===== src/design/cpualu_pkg.sv =====
// Package for the 8-bit CPU ALU with Z/N/H/C flags.
// Operation codes, flag bit positions and the item types.
// No dependencies.
package cpualu_pkg;

	localparam int OP_W   = 5;
	localparam int BYTE_W = 8;
	localparam int WIDE_W = 16;
	localparam int FLAG_W = 4;

	localparam logic [OP_W-1:0] OP_ADD   = 5'd0;
	localparam logic [OP_W-1:0] OP_ADC   = 5'd1;
	localparam logic [OP_W-1:0] OP_SUB   = 5'd2;
	localparam logic [OP_W-1:0] OP_SBC   = 5'd3;
	localparam logic [OP_W-1:0] OP_AND   = 5'd4;
	localparam logic [OP_W-1:0] OP_INC   = 5'd5;
	localparam logic [OP_W-1:0] OP_DEC   = 5'd6;
	localparam logic [OP_W-1:0] OP_RLCA  = 5'd7;
	localparam logic [OP_W-1:0] OP_RRCA  = 5'd8;
	localparam logic [OP_W-1:0] OP_RLA   = 5'd9;
	localparam logic [OP_W-1:0] OP_RRA   = 5'd10;
	localparam logic [OP_W-1:0] OP_DAA   = 5'd11;
	localparam logic [OP_W-1:0] OP_CPL   = 5'd12;
	localparam logic [OP_W-1:0] OP_SCF   = 5'd13;
	localparam logic [OP_W-1:0] OP_CCF   = 5'd14;
	localparam logic [OP_W-1:0] OP_ADD16 = 5'd15;
	localparam logic [OP_W-1:0] OP_INC16 = 5'd16;
	localparam logic [OP_W-1:0] OP_DEC16 = 5'd17;

	// flag bit positions
	localparam int FZ = 3;
	localparam int FN = 2;
	localparam int FH = 1;
	localparam int FC = 0;

	localparam logic [BYTE_W-1:0] DAA_HI_ADJ = 8'h60;
	localparam logic [BYTE_W-1:0] DAA_LO_ADJ = 8'h06;
	localparam logic [BYTE_W-1:0] DAA_LIMIT  = 8'h99;

	typedef struct packed {
		logic [OP_W-1:0]   op;
		logic [BYTE_W-1:0] operand_a;
		logic [BYTE_W-1:0] operand_b;
		logic [WIDE_W-1:0] wide_a;
		logic [WIDE_W-1:0] wide_b;
		logic [FLAG_W-1:0] flags_in;
	} in_item_t;

	typedef struct packed {
		logic [BYTE_W-1:0] byte_result;
		logic [WIDE_W-1:0] wide_result;
		logic [FLAG_W-1:0] flags_out;
	} out_item_t;

endpackage


===== src/design/cpualu_in_if.sv =====
// Input channel of the CPU ALU: valid/ready plus one operation item.
// Depends on cpualu_pkg.
interface cpualu_in_if;
	logic                          valid;
	logic                          ready;
	logic [cpualu_pkg::OP_W-1:0]   op;
	logic [cpualu_pkg::BYTE_W-1:0] operand_a;
	logic [cpualu_pkg::BYTE_W-1:0] operand_b;
	logic [cpualu_pkg::WIDE_W-1:0] wide_a;
	logic [cpualu_pkg::WIDE_W-1:0] wide_b;
	logic [cpualu_pkg::FLAG_W-1:0] flags_in;

	modport source (output valid, op, operand_a, operand_b, wide_a, wide_b, flags_in,
		input ready);
	modport sink (input valid, op, operand_a, operand_b, wide_a, wide_b, flags_in,
		output ready);
endinterface


===== src/design/cpualu_out_if.sv =====
// Output channel of the CPU ALU: valid/ready plus one result item.
// Depends on cpualu_pkg.
interface cpualu_out_if;
	logic                          valid;
	logic                          ready;
	logic [cpualu_pkg::BYTE_W-1:0] byte_result;
	logic [cpualu_pkg::WIDE_W-1:0] wide_result;
	logic [cpualu_pkg::FLAG_W-1:0] flags_out;

	modport source (output valid, byte_result, wide_result, flags_out, input ready);
	modport sink (input valid, byte_result, wide_result, flags_out, output ready);
endinterface


===== src/design/cpu_alu_with_flags_top.sv =====
// Top level of the 8-bit CPU ALU with Z/N/H/C flags.
// Depends on cpualu_pkg, cpualu_in_if, cpualu_out_if and cpualu_core.
//
// Usage:
//   item_in carries one operation (op, two bytes, two 16-bit words and
//   the current flags); item_out returns the byte result, the 16-bit
//   result and the new flags. Both use valid/ready; an item moves on a
//   rising edge with valid and ready high. Every item gives one result,
//   in order.
//   The item is captured in the input register, the ALU logic works on it
//   there and the result register presents the result.
//   Throughput is one item per cycle while item_out.ready stays high.
//   When the receiver stalls, the result register holds and the input
//   register keeps accepting until it is full as well; item_in.ready then
//   drops until item_out.ready returns.
//   arst_n clears both valid bits; the data registers are not reset.
module cpu_alu_with_flags_top (
	input  logic         clk,
	input  logic         arst_n,
	cpualu_in_if.sink    item_in,
	cpualu_out_if.source item_out
);

	logic                  v_s1;
	logic                  v_s2;
	cpualu_pkg::in_item_t  item_s1;
	cpualu_pkg::out_item_t res_s2;
	cpualu_pkg::out_item_t res_comb;
	logic                  adv;
	logic                  in_rdy;

	assign adv    = !v_s2 || item_out.ready;
	assign in_rdy = !v_s1 || adv;

	assign item_in.ready = in_rdy;

	always_ff @(posedge clk or negedge arst_n) begin
		if (!arst_n) begin
			v_s1 <= 1'b0;
			v_s2 <= 1'b0;
		end else begin
			if (in_rdy)
				v_s1 <= item_in.valid;
			if (adv)
				v_s2 <= v_s1;
		end
	end

	always_ff @(posedge clk) begin
		if (item_in.valid && in_rdy) begin
			item_s1.op        <= item_in.op;
			item_s1.operand_a <= item_in.operand_a;
			item_s1.operand_b <= item_in.operand_b;
			item_s1.wide_a    <= item_in.wide_a;
			item_s1.wide_b    <= item_in.wide_b;
			item_s1.flags_in  <= item_in.flags_in;
		end
		if (v_s1 && adv)
			res_s2 <= res_comb;
	end

	cpualu_core u_core (
		.item (item_s1),
		.res  (res_comb)
	);

	assign item_out.valid       = v_s2;
	assign item_out.byte_result = res_s2.byte_result;
	assign item_out.wide_result = res_s2.wide_result;
	assign item_out.flags_out   = res_s2.flags_out;

	// full pipeline with a stalled receiver must refuse new items
	assert property (@(posedge clk) disable iff (!arst_n)
		(v_s1 && v_s2 && !item_out.ready) |-> !item_in.ready)
		else $error("input accepted while pipeline full and stalled");

	assert property (@(posedge clk) disable iff (!arst_n)
		(item_in.valid && item_in.ready) |=> v_s1)
		else $error("accepted item missing from input register");

	assert property (@(posedge clk) disable iff (!arst_n)
		(v_s1 && adv) |=> item_out.valid)
		else $error("advancing item missing from result register");

	assert property (@(posedge clk) disable iff (!arst_n)
		(v_s2 && !item_out.ready) |=> (v_s2 && $stable(res_s2)))
		else $error("stalled result changed");

endmodule


===== src/design/cpualu_core.sv =====
// Combinational datapath of the CPU ALU: one item in, one result out.
// Depends on cpualu_pkg.
module cpualu_core (
	input  cpualu_pkg::in_item_t  item,
	output cpualu_pkg::out_item_t res
);

	logic [7:0]  a, b, r;
	logic [15:0] w;
	logic [3:0]  f, nf;
	logic        cin, cuse;
	logic [8:0]  sum9, dif9;
	logic [4:0]  hsum, hdif;
	logic [16:0] sum17;
	logic [12:0] sum13;
	logic        daa_c;
	logic [7:0]  adj;

	assign a   = item.operand_a;
	assign b   = item.operand_b;
	assign f   = item.flags_in;
	assign cin = f[cpualu_pkg::FC];

	// carry only for adc/sbc
	assign cuse = (item.op == cpualu_pkg::OP_ADC || item.op == cpualu_pkg::OP_SBC) ? cin : 1'b0;

	assign sum9  = {1'b0, a} + {1'b0, b} + {8'd0, cuse};
	assign hsum  = {1'b0, a[3:0]} + {1'b0, b[3:0]} + {4'd0, cuse};
	assign dif9  = {1'b0, a} - {1'b0, b} - {8'd0, cuse};
	assign hdif  = {1'b0, a[3:0]} - {1'b0, b[3:0]} - {4'd0, cuse};
	assign sum17 = {1'b0, item.wide_a} + {1'b0, item.wide_b};
	assign sum13 = {1'b0, item.wide_a[11:0]} + {1'b0, item.wide_b[11:0]};

	always_comb begin
		daa_c = cin;
		adj   = '0;
		if (!f[cpualu_pkg::FN]) begin
			if (cin || a > cpualu_pkg::DAA_LIMIT) begin
				adj   = adj | cpualu_pkg::DAA_HI_ADJ;
				daa_c = 1'b1;
			end
			if (f[cpualu_pkg::FH] || a[3:0] > 4'h9)
				adj = adj | cpualu_pkg::DAA_LO_ADJ;
		end else begin
			if (cin)
				adj = adj | cpualu_pkg::DAA_HI_ADJ;
			if (f[cpualu_pkg::FH])
				adj = adj | cpualu_pkg::DAA_LO_ADJ;
		end
	end

	always_comb begin
		r  = a;
		w  = item.wide_a;
		nf = f;
		unique case (item.op) inside
			cpualu_pkg::OP_ADD, cpualu_pkg::OP_ADC: begin
				r  = sum9[7:0];
				nf = {r == 8'd0, 1'b0, hsum[4], sum9[8]};
			end
			cpualu_pkg::OP_SUB, cpualu_pkg::OP_SBC: begin
				r  = dif9[7:0];
				nf = {r == 8'd0, 1'b1, hdif[4], dif9[8]};
			end
			cpualu_pkg::OP_AND: begin
				r  = a & b;
				nf = {r == 8'd0, 1'b0, 1'b1, 1'b0};
			end
			cpualu_pkg::OP_INC: begin
				r  = a + 8'd1;
				nf = {r == 8'd0, 1'b0, a[3:0] == 4'hF, cin};
			end
			cpualu_pkg::OP_DEC: begin
				r  = a - 8'd1;
				nf = {r == 8'd0, 1'b1, a[3:0] == 4'h0, cin};
			end
			cpualu_pkg::OP_RLCA: begin
				r  = {a[6:0], a[7]};
				nf = {3'b000, a[7]};
			end
			cpualu_pkg::OP_RRCA: begin
				r  = {a[0], a[7:1]};
				nf = {3'b000, a[0]};
			end
			cpualu_pkg::OP_RLA: begin
				r  = {a[6:0], cin};
				nf = {3'b000, a[7]};
			end
			cpualu_pkg::OP_RRA: begin
				r  = {cin, a[7:1]};
				nf = {3'b000, a[0]};
			end
			cpualu_pkg::OP_DAA: begin
				r  = f[cpualu_pkg::FN] ? (a - adj) : (a + adj);
				nf = {r == 8'd0, f[cpualu_pkg::FN], 1'b0, daa_c};
			end
			cpualu_pkg::OP_CPL: begin
				r  = ~a;
				nf = {f[cpualu_pkg::FZ], 1'b1, 1'b1, cin};
			end
			cpualu_pkg::OP_SCF: nf = {f[cpualu_pkg::FZ], 3'b001};
			cpualu_pkg::OP_CCF: nf = {f[cpualu_pkg::FZ], 2'b00, ~cin};
			cpualu_pkg::OP_ADD16: begin
				w  = sum17[15:0];
				nf = {f[cpualu_pkg::FZ], 1'b0, sum13[12], sum17[16]};
			end
			cpualu_pkg::OP_INC16: w = item.wide_a + 16'd1;
			cpualu_pkg::OP_DEC16: w = item.wide_a - 16'd1;
			default: begin
				r  = a;
				w  = item.wide_a;
				nf = f;
			end
		endcase
	end

	assign res.byte_result = r;
	assign res.wide_result = w;
	assign res.flags_out   = nf;

endmodule


===== src/flat_wrapper.sv =====
// flat-port wrapper written by rule: the top's interface ports become plain ports
module cpu_alu_with_flags_top_flat 
  (clk, arst_n, item_in_valid, item_in_op, item_in_operand_a, item_in_operand_b, item_in_wide_a, item_in_wide_b, item_in_flags_in, item_in_ready, item_out_valid, item_out_byte_result, item_out_wide_result, item_out_flags_out, item_out_ready);
  cpualu_in_if item_in_i ();
  cpualu_out_if item_out_i ();
  input  logic clk;
  input  logic arst_n;
  input wire logic [$bits(item_in_i.valid)-1:0] item_in_valid;
  input wire logic [$bits(item_in_i.op)-1:0] item_in_op;
  input wire logic [$bits(item_in_i.operand_a)-1:0] item_in_operand_a;
  input wire logic [$bits(item_in_i.operand_b)-1:0] item_in_operand_b;
  input wire logic [$bits(item_in_i.wide_a)-1:0] item_in_wide_a;
  input wire logic [$bits(item_in_i.wide_b)-1:0] item_in_wide_b;
  input wire logic [$bits(item_in_i.flags_in)-1:0] item_in_flags_in;
  output wire logic [$bits(item_in_i.ready)-1:0] item_in_ready;
  output wire logic [$bits(item_out_i.valid)-1:0] item_out_valid;
  output wire logic [$bits(item_out_i.byte_result)-1:0] item_out_byte_result;
  output wire logic [$bits(item_out_i.wide_result)-1:0] item_out_wide_result;
  output wire logic [$bits(item_out_i.flags_out)-1:0] item_out_flags_out;
  input wire logic [$bits(item_out_i.ready)-1:0] item_out_ready;
  assign item_in_i.valid = item_in_valid;
  assign item_in_i.op = item_in_op;
  assign item_in_i.operand_a = item_in_operand_a;
  assign item_in_i.operand_b = item_in_operand_b;
  assign item_in_i.wide_a = item_in_wide_a;
  assign item_in_i.wide_b = item_in_wide_b;
  assign item_in_i.flags_in = item_in_flags_in;
  assign item_in_ready = item_in_i.ready;
  assign item_out_valid = item_out_i.valid;
  assign item_out_byte_result = item_out_i.byte_result;
  assign item_out_wide_result = item_out_i.wide_result;
  assign item_out_flags_out = item_out_i.flags_out;
  assign item_out_i.ready = item_out_ready;
  cpu_alu_with_flags_top u_core (.clk(clk), .arst_n(arst_n), .item_in(item_in_i), .item_out(item_out_i));
endmodule

===== config.mk =====
export PLATFORM = sky130hd
export DESIGN_NAME = cpu_alu_with_flags_top_flat
export DESIGN_NICKNAME = d
export VERILOG_FILES = /design/src/design/cpualu_pkg.sv /design/src/design/cpualu_in_if.sv /design/src/design/cpualu_out_if.sv /design/src/design/cpu_alu_with_flags_top.sv /design/src/design/cpualu_core.sv /design/src/flat_wrapper.sv
export SDC_FILE = /design/constraint.sdc
export NUM_CORES = 1
export LEC_CHECK = 0
export BUFFER_PORTS_ARGS = -buffer_cell sky130_fd_sc_hd__buf_4
export CORE_MARGIN = 10
export CORE_UTILIZATION = 36
export DETAILED_ROUTE_END_ITERATION = 8
export GPL_ROUTABILITY_DRIVEN = 0
export SYNTH_ARGS = -nofsm -noshare
export SYNTH_HDL_FRONTEND = slang
export SYNTH_SLANG_ARGS = --single-unit
export TNS_END_PERCENT = 1

===== constraint.sdc =====
create_clock -name clk -period 9.15 [get_ports clk]
set_input_delay 1.83 -clock clk [delete_from_list [all_inputs] [get_ports clk]]
set_output_delay 1.83 -clock clk [all_outputs]
set_load 0.1 [all_outputs]

==> flow_summary_export.csv, run 1 <==
group,metric,value,unit
outcome,run_status,"completed",
grt,first_pass_grt_wire_length,30.8,mm
timing,final.period_utilization,48.5,%
worst_setup_path,worstPathBufferInverterCount,0,
grt,groute.layer.met1.usage,20.9,%
drt,drtIter0Drc,420,
yosys,synth_area_per_cell,9.96,sq um
grt,grt_busiest_layer,"met2",
yosys,synth_async_sr_flop_share,2.30,%
floorplan,std_cell_rows,50,
clock_tree,cts_setup_buffers,0,
timing,fin_tns_setup,0,ns
yosys,dominantRegCellSynth,"edfxtp_1",
clock_tree,cts_tree,"done",
drt,drt-pass1-iter-count,5,
grt,grt_util_met3,4.91,%
power_and_ir_drop,p_leak,0.00323,uW
yosys,ys_warn_count,0,
clock_tree,cts.repair.resized,0,
worst_hold_path,hp-class,"register to register",
cells_and_area,nets,910,
yosys,synth.net_count,833,
floorplan,die_area,25400,sq um
drt,route.detailed.vias_per_inst,5.60,
placed_design,pre_cts_slack,4.87,ns
timing,setup_ws,4.71,ns
timing,layout_min_cycle_time,4.44,ns
clock_tree,ctsHoldBuffers,0,
worst_setup_path,path_class,"register to register",
worst_setup_path,reg2reg_setup_slack,4.71,ns
worst_setup_path,cp_common_cell,"fa_1",
worst_setup_path,critical-path-top-delay-family,"simple AND/OR/NAND/NOR gates",
yosys,synth_cell_type_count,78,
grt,track_usage,15.0,%
floorplan,pin_count,91,
cells_and_area,antenna_cells,0,
worst_setup_path,critical_path_cell_sequence,"nor3_1 > nand3_1 > fa_1 > fa_1 > nand2b_1 > a2111oi_0 > nor2_1 > xor2_1 > a221oi_1 > a41oi_1",
yosys,synth-edff-count,85,
worst_setup_path,critical_path_required,9.23,ns
grt,antenna_violations_before_repair,1,
placed_design,number_of_i_o_port_buffers,90,
timing,worst_pin_slew,1.02,ns
clock_tree,max-clock-path-buffers,2,
power_and_ir_drop,power_density,161,nW/um^2
yosys,ys_seq_area_share,37.3,%
yosys,synth-seq-cells,87,
worst_setup_path,crit_path_top_delay_cell,"nor3_1",
worst_setup_path,arrival_time_at_the_worst_endpoint,4.52,ns
worst_setup_path,worst_setup_path_end_kind,"register",
worst_setup_path,rr_startpoint,"u_core.item_s1[56]$_DFFE_PP_",
timing,hold_viol,0,
grt,largest_net_degree_at_the_start_of_global_routing,58,
placed_design,placedCellCount,1027,
floorplan,placeable_core_region,18900,sq um
clock_tree,root_buffer,"clkbuf_16",
yosys,yosysTopAreaCellShare,36.6,%
worst_hold_path,holdPathEnd,"u_core.item_out.valid$_DFFE_PN0P_",
floorplan,dieHeight,159,um
cells_and_area,final_common_cell,"buf_4",
cells_and_area,finalNonFillerCells,1043,
yosys,syn-cell-area,6980,sq um
flow_run,max_cap_viol_count,0,
clock_tree,tritoncts.num_buffers,9,
grt,globalRouteMet2Util,21.5,%
drt,routed_wirelength_normalized_by_instance_count,18.9,um
worst_hold_path,hold_path_depth,1,
yosys,synth_top_cell_by_area,"edfxtp_1",
worst_setup_path,critical_path.reg2reg.endpoint,"u_core.item_out.byte_result[6]$_DFFE_PP_",
timing,maxClockFrequency,0.225,GHz
floorplan,initial_util,36.9,%
timing,clock_skew,0.0116,ns
worst_setup_path,worstSetupStartpointType,"register",
floorplan,horizontal_extent_of_the_die,159,um
clock_tree,clk_pin_slew_worst_paths,0.07,ns
drt,num_vias,5842,
drt,drc,0,
clock_tree,tritoncts_num_sinks,87,
cells_and_area,final_layout_size_suffix_gt1_share,17.0,%
power_and_ir_drop,peakVddDrop,0.0000681,V
timing,relSlewSlack,31.4,%
drt,final_antenna_net_count,0,
drt,wirelength,19.7,mm
timing,grt_setup_unrepaired,"false",
grt,globalRouteOverflowTotal,0,
timing,setup_violations,0,
placed_design,dp.final_hpwl,14.9,mm
grt,grt_pass1_vias,5573,
clock_tree,insertion_delay,0.35,ns
worst_hold_path,min_from,"u_core.v_s1$_DFFE_PN0N_",
cells_and_area,area_delta_synth_final,17.7,%
worst_setup_path,critical_path_peak_fanout,27,
yosys,post_synth_inst_count,701,
yosys,synth.top_cells.by_area,"edfxtp_1 (37%), ha_1 (12%), xnor2_1 (3.8%)",
timing,slew_violations,0,
cells_and_area,most-common-layout-cells,"buf_4 (95), edfxtp_1 (85), ha_1 (65)",
worst_setup_path,r2r_worst_path_depth,10,
worst_setup_path,critPathMaxStageDelay,0.76,ns
clock_tree,htree_num_levels,3,
-- registers in the layout (all words and copies together), names as in the netlist --
register / cells
u_core.item_out.byte_result: 8
u_core.item_out.flags_out: 4
u_core.item_out.wide_result: 16
u_core.item_out.valid: 1
u_core.v_s1: 1
u_core.item_s1: 57
-- per-stage QoR --
stage	utilization, %	cell area, sq um	power (uW)	hold WS (ns)
after global routing	43.5	8210	1390	0.535
after global placement	41.8	7890	924	0.475
after floorplan	-	6980	817	0.449
final	43.5	8210	1320	0.495
after detailed placement	41.8	7890	924	0.486
after CTS	43.5	8210	1330	0.503
-- synthesized netlist by cell type, types with 9 or more instances --
cell type	count
a211oi_1	10
a21o_1	13
a21oi_1	36
a22oi_1	9
buf_2	11
clkbuf_1	16
edfxtp_1	85
ha_1	65
inv_1	32
nand2_1	46
nand2b_1	9
nand3_1	18
nor2_1	39
nor3_1	27
o211ai_1	10
o21a_1	12
o21ai_0	35
o221ai_1	9
xnor2_1	30
xor2_1	20
-- layer usage --
metal,vias up,part of all wire (%)
met2,204,43
met1,2753,48
met4,2,1.4
met3,29,7.8
li1,2854,-
met5,-,0.066
-- report_power, final --
group | leakage [uW] | internal, uW | switching (uW)
clock | 0.000159 | 242 | 162
combinational | 0.00223 | 145 | 265
sequential | 0.000839 | 476 | 32.8
total | 0.00323 | 863 | 459
-- layout make-up --
type / instances / area (sq um)
fill: 1881 / 10700
multi-input combinational: 552 / 4130
sequential: 87 / 2600
timing repair buffer: 95 / 713
tap: 260 / 325
clock buffer: 10 / 229
inverter: 33 / 124
clock inverter: 6 / 93.8
-- worst max-delay path by stage --
| stage | slack, ns | from | to | cells past startpoint |
|---|---|---|---|---|
| 2_1_floorplan | 4.65 | item_out_ready | u_core.item_s1[0]$_DFFE_PP_ | 2 |
| 5_1_grt | 4.40 | u_core.item_s1[56]$_DFFE_PP_ | u_core.item_out.byte_result[6]$_DFFE_PP_ | 10 |
| 4_1_cts | 4.83 | u_core.item_s1[56]$_DFFE_PP_ | u_core.item_out.byte_result[6]$_DFFE_PP_ | 10 |
| 6_report | 4.71 | u_core.item_s1[56]$_DFFE_PP_ | u_core.item_out.byte_result[6]$_DFFE_PP_ | 10 |
| 3_3_place_gp | 4.92 | u_core.item_s1[56]$_DFFE_PP_ | u_core.item_out.byte_result[6]$_DFFE_PP_ | 10 |
| 3_5_place_dp | 4.87 | u_core.item_s1[56]$_DFFE_PP_ | u_core.item_out.byte_result[6]$_DFFE_PP_ | 10 |
-- cells by family after synthesis --
family | Yosys count | share of synthesized area, %
XOR/XNOR | 50 | 6.27
adder cells (fa/ha/maj) | 71 | 13.4
buffers and inverters | 62 | 3.64
AND/OR/NAND/NOR | 212 | 16.2
AO/OA/AOI/OAI | 212 | 22.2
multiplexers | 7 | 1.00
flip-flops | 87 | 37.3
Power figures use the tool's default switching activity.
==> inputs of run 2 (changes only) <==
==> constraint.sdc (replaced) <==
create_clock -name clk -period 4.5 [get_ports clk]
set_input_delay 0.9 -clock clk [delete_from_list [all_inputs] [get_ports clk]]
set_output_delay 0.9 -clock clk [all_outputs]
set_load 0.1 [all_outputs]
==> run 2 against run 1 <==
Sequential power up 98%. Critical path type unchanged. Largest power group unchanged. Core utilization grew 0.13 points. First-iteration DRC count grew 63%. Global-route usage increased by 0.61 points. Register-to-register slack worse by 4.1 ns.
==> flow_summary_export.csv, run 2 (synthesis gave the netlist of run 1 again) <==
group,metric,value,unit
outcome,run_status,"completed",
placed_design,placement.cell_area,7980,sq um
power_and_ir_drop,clock_power_share,26.4,%
placed_design,number_of_i_o_port_buffers,90,
worst_setup_path,worstPathBufferInverterCount,1,
grt,first_pass_grt_wire_length,32.3,mm
clock_tree,max-clock-path-buffers,2,
cells_and_area,area_delta_synth_final,18.0,%
timing,final.period_utilization,86.7,%
worst_setup_path,cp-endpoint,"u_core.item_out.byte_result[7]$_DFFE_PP_",
drt,routed_wirelength_normalized_by_instance_count,19.3,um
grt,globalRouteOverflowTotal,0,
power_and_ir_drop,pwr-share-seq,39.6,%
power_and_ir_drop,p_leak,0.00324,uW
floorplan,std_cell_rows,50,
cells_and_area,largest_register_ffs,57,
power_and_ir_drop,switchingPower,915,uW
clock_tree,htree_num_levels,3,
cells_and_area,final_common_cell,"buf_4",
power_and_ir_drop,total_power,2560,uW
grt,antenna_violations_before_repair,1,
cells_and_area,final_layout_size_suffix_gt1_share,17.7,%
timing,worst_pin_slew,1.18,ns
worst_setup_path,crit_start,"u_core.item_s1[44]$_DFFE_PP_",
timing,slew_violations,0,
drt,drt-pass1-iter-count,5,
grt,groute.layer.met1.usage,22.0,%
worst_setup_path,worstSetupStartpointType,"register",
grt,globalRouteMet2Util,22.3,%
clock_tree,cts.repair.resized,0,
drt,drc,0,
worst_setup_path,worst_setup_path_end_kind,"register",
clock_tree,root_buffer,"clkbuf_16",
clock_tree,insertion_delay,0.35,ns
worst_setup_path,arrival_time_at_the_worst_endpoint,4.00,ns
worst_setup_path,cp_common_cell,"ha_1",
clock_tree,cts_setup_buffers,0,
worst_setup_path,critical_path.reg2reg.endpoint,"u_core.item_out.byte_result[7]$_DFFE_PP_",
grt,grt_util_met3,4.23,%
timing,clock_skew,0.0131,ns
cells_and_area,antenna_cells,0,
worst_setup_path,critical_path_required,4.60,ns
floorplan,placeable_core_region,18900,sq um
timing,maxClockFrequency,0.256,GHz
power_and_ir_drop,power_density,311,nW/um^2
floorplan,die_area,25400,sq um
cells_and_area,most-common-layout-cells,"buf_4 (104), edfxtp_1 (85), ha_1 (65)",
drt,num_vias,5958,
floorplan,initial_util,36.9,%
timing,setup_violations,0,
grt,grt_pass1_vias,5789,
clock_tree,tritoncts.num_buffers,9,
placed_design,dp.final_hpwl,15.4,mm
power_and_ir_drop,intPower,1640,uW
flow_run,max_cap_viol_count,0,
worst_setup_path,r2r_worst_path_depth,15,
worst_hold_path,hp-class,"input port to async pin",
grt,grt_busiest_layer,"met2",
cells_and_area,final_area,8240,sq um
timing,relSlewSlack,20.5,%
worst_setup_path,critPathMaxStageDelay,0.54,ns
floorplan,pin_count,91,
worst_setup_path,rr_startpoint,"u_core.item_s1[44]$_DFFE_PP_",
timing,grt_setup_unrepaired,"false",
power_and_ir_drop,power.switching_fraction,35.8,%
power_and_ir_drop,power.share.combinational,34.0,%
cells_and_area,final_util,43.6,%
cells_and_area,nets,920,
worst_setup_path,critical_path_peak_fanout,10,
placed_design,placedCellCount,1037,
timing,fin_tns_setup,0,ns
grt,track_usage,15.6,%
drt,wirelength,20.3,mm
clock_tree,cts_tree,"done",
timing,layout_min_cycle_time,3.90,ns
worst_setup_path,critical-path-top-delay-family,"compound AO/OA/AOI/OAI gates",
worst_setup_path,reg2reg_setup_slack,0.60,ns
worst_setup_path,critical_path_cell_sequence,"inv_1 > ha_1 > o21ai_0 > a311o_1 > a31oi_1 > ha_1 > nand2_1 > o21ai_0 > ha_1 > and2_1 > o22a_1 > a41o_1 > nor3_1 > nor2_1 > o32a_1",
clock_tree,tritoncts_num_sinks,87,
drt,final_antenna_net_count,0,
clock_tree,ctsHoldBuffers,0,
worst_setup_path,crit_path_top_delay_cell,"edfxtp_1",
cells_and_area,finalNonFillerCells,1053,
power_and_ir_drop,peakVddDrop,0.000164,V
worst_setup_path,critical_path_cell_count,15,
grt,largest_net_degree_at_the_start_of_global_routing,32,
worst_setup_path,path_class,"register to register",
floorplan,dieHeight,159,um
floorplan,horizontal_extent_of_the_die,159,um
drt,route.detailed.vias_per_inst,5.66,
cells_and_area,top_register,"u_core.item_s1",
clock_tree,clk_pin_slew_worst_paths,0.06,ns
drt,drtIter0Drc,685,
timing,hold_viol,0,
run 2: cell count changes in the layout (fill, tap and decap cells not counted), sizes merged:
cell / change
buf: +10
bufinv: -2
clkbuf: +3
clkinv: -2
clkinvlp: +2
inv: -1
run 2: layer usage:
| layer | part of all wire [%] | vias up |
|---|---|---|
| met5 | 0.054 | - |
| met4 | 2.4 | 2 |
| met3 | 7.2 | 52 |
| met2 | 41 | 266 |
| met1 | 49 | 2762 |
| li1 | - | 2876 |
run 2: final cells by class:
cell class / instances / area (sq um)
flip-flops and latches: 87 / 2600
well taps: 260 / 325
clock buffers: 13 / 240
repair buffers: 105 / 801
inverters: 33 / 124
fillers: 1891 / 10700
multi-input cells: 552 / 4130
clock inverters: 3 / 20.0
run 2: how the worst min path moves through the flow:
stage                            startpoint                                 to  slack [ns]  depth (start not counted)
finish                               arst_n            u_core.v_s1$_DFFE_PN0N_        0.32                          1
global route                         arst_n            u_core.v_s1$_DFFE_PN0N_        0.31                          1
CTS                                  arst_n            u_core.v_s1$_DFFE_PN0N_        0.31                          1
detailed placement  u_core.v_s1$_DFFE_PN0N_  u_core.item_out.valid$_DFFE_PN0P_        0.49                          1
global placement    u_core.v_s1$_DFFE_PN0N_  u_core.item_out.valid$_DFFE_PN0P_        0.48                          1
floorplan           u_core.v_s1$_DFFE_PN0N_  u_core.item_out.valid$_DFFE_PN0P_        0.45                          1
run 2: per-stage QoR:
| step | worst slack (ns) | hold WS, ns |
|---|---|---|
| after floorplan | 0.753 | 0.449 |
| after CTS | 0.653 | 0.309 |
| after global placement | 0.772 | 0.476 |
| after detailed placement | 0.668 | 0.488 |
| final | 0.599 | 0.325 |
| after global routing | 0.391 | 0.312 |
run 2: power by group through the flow:
stage          clock, uW  sequential [uW]  combinational [uW]
6_report             676             1010                 871
5_1_grt              724             1020                 943
3_5_place_dp           0             1030                 861
4_1_cts              704             1010                 866
2_1_floorplan          0             1190                 472
3_3_place_gp           0             1030                 861
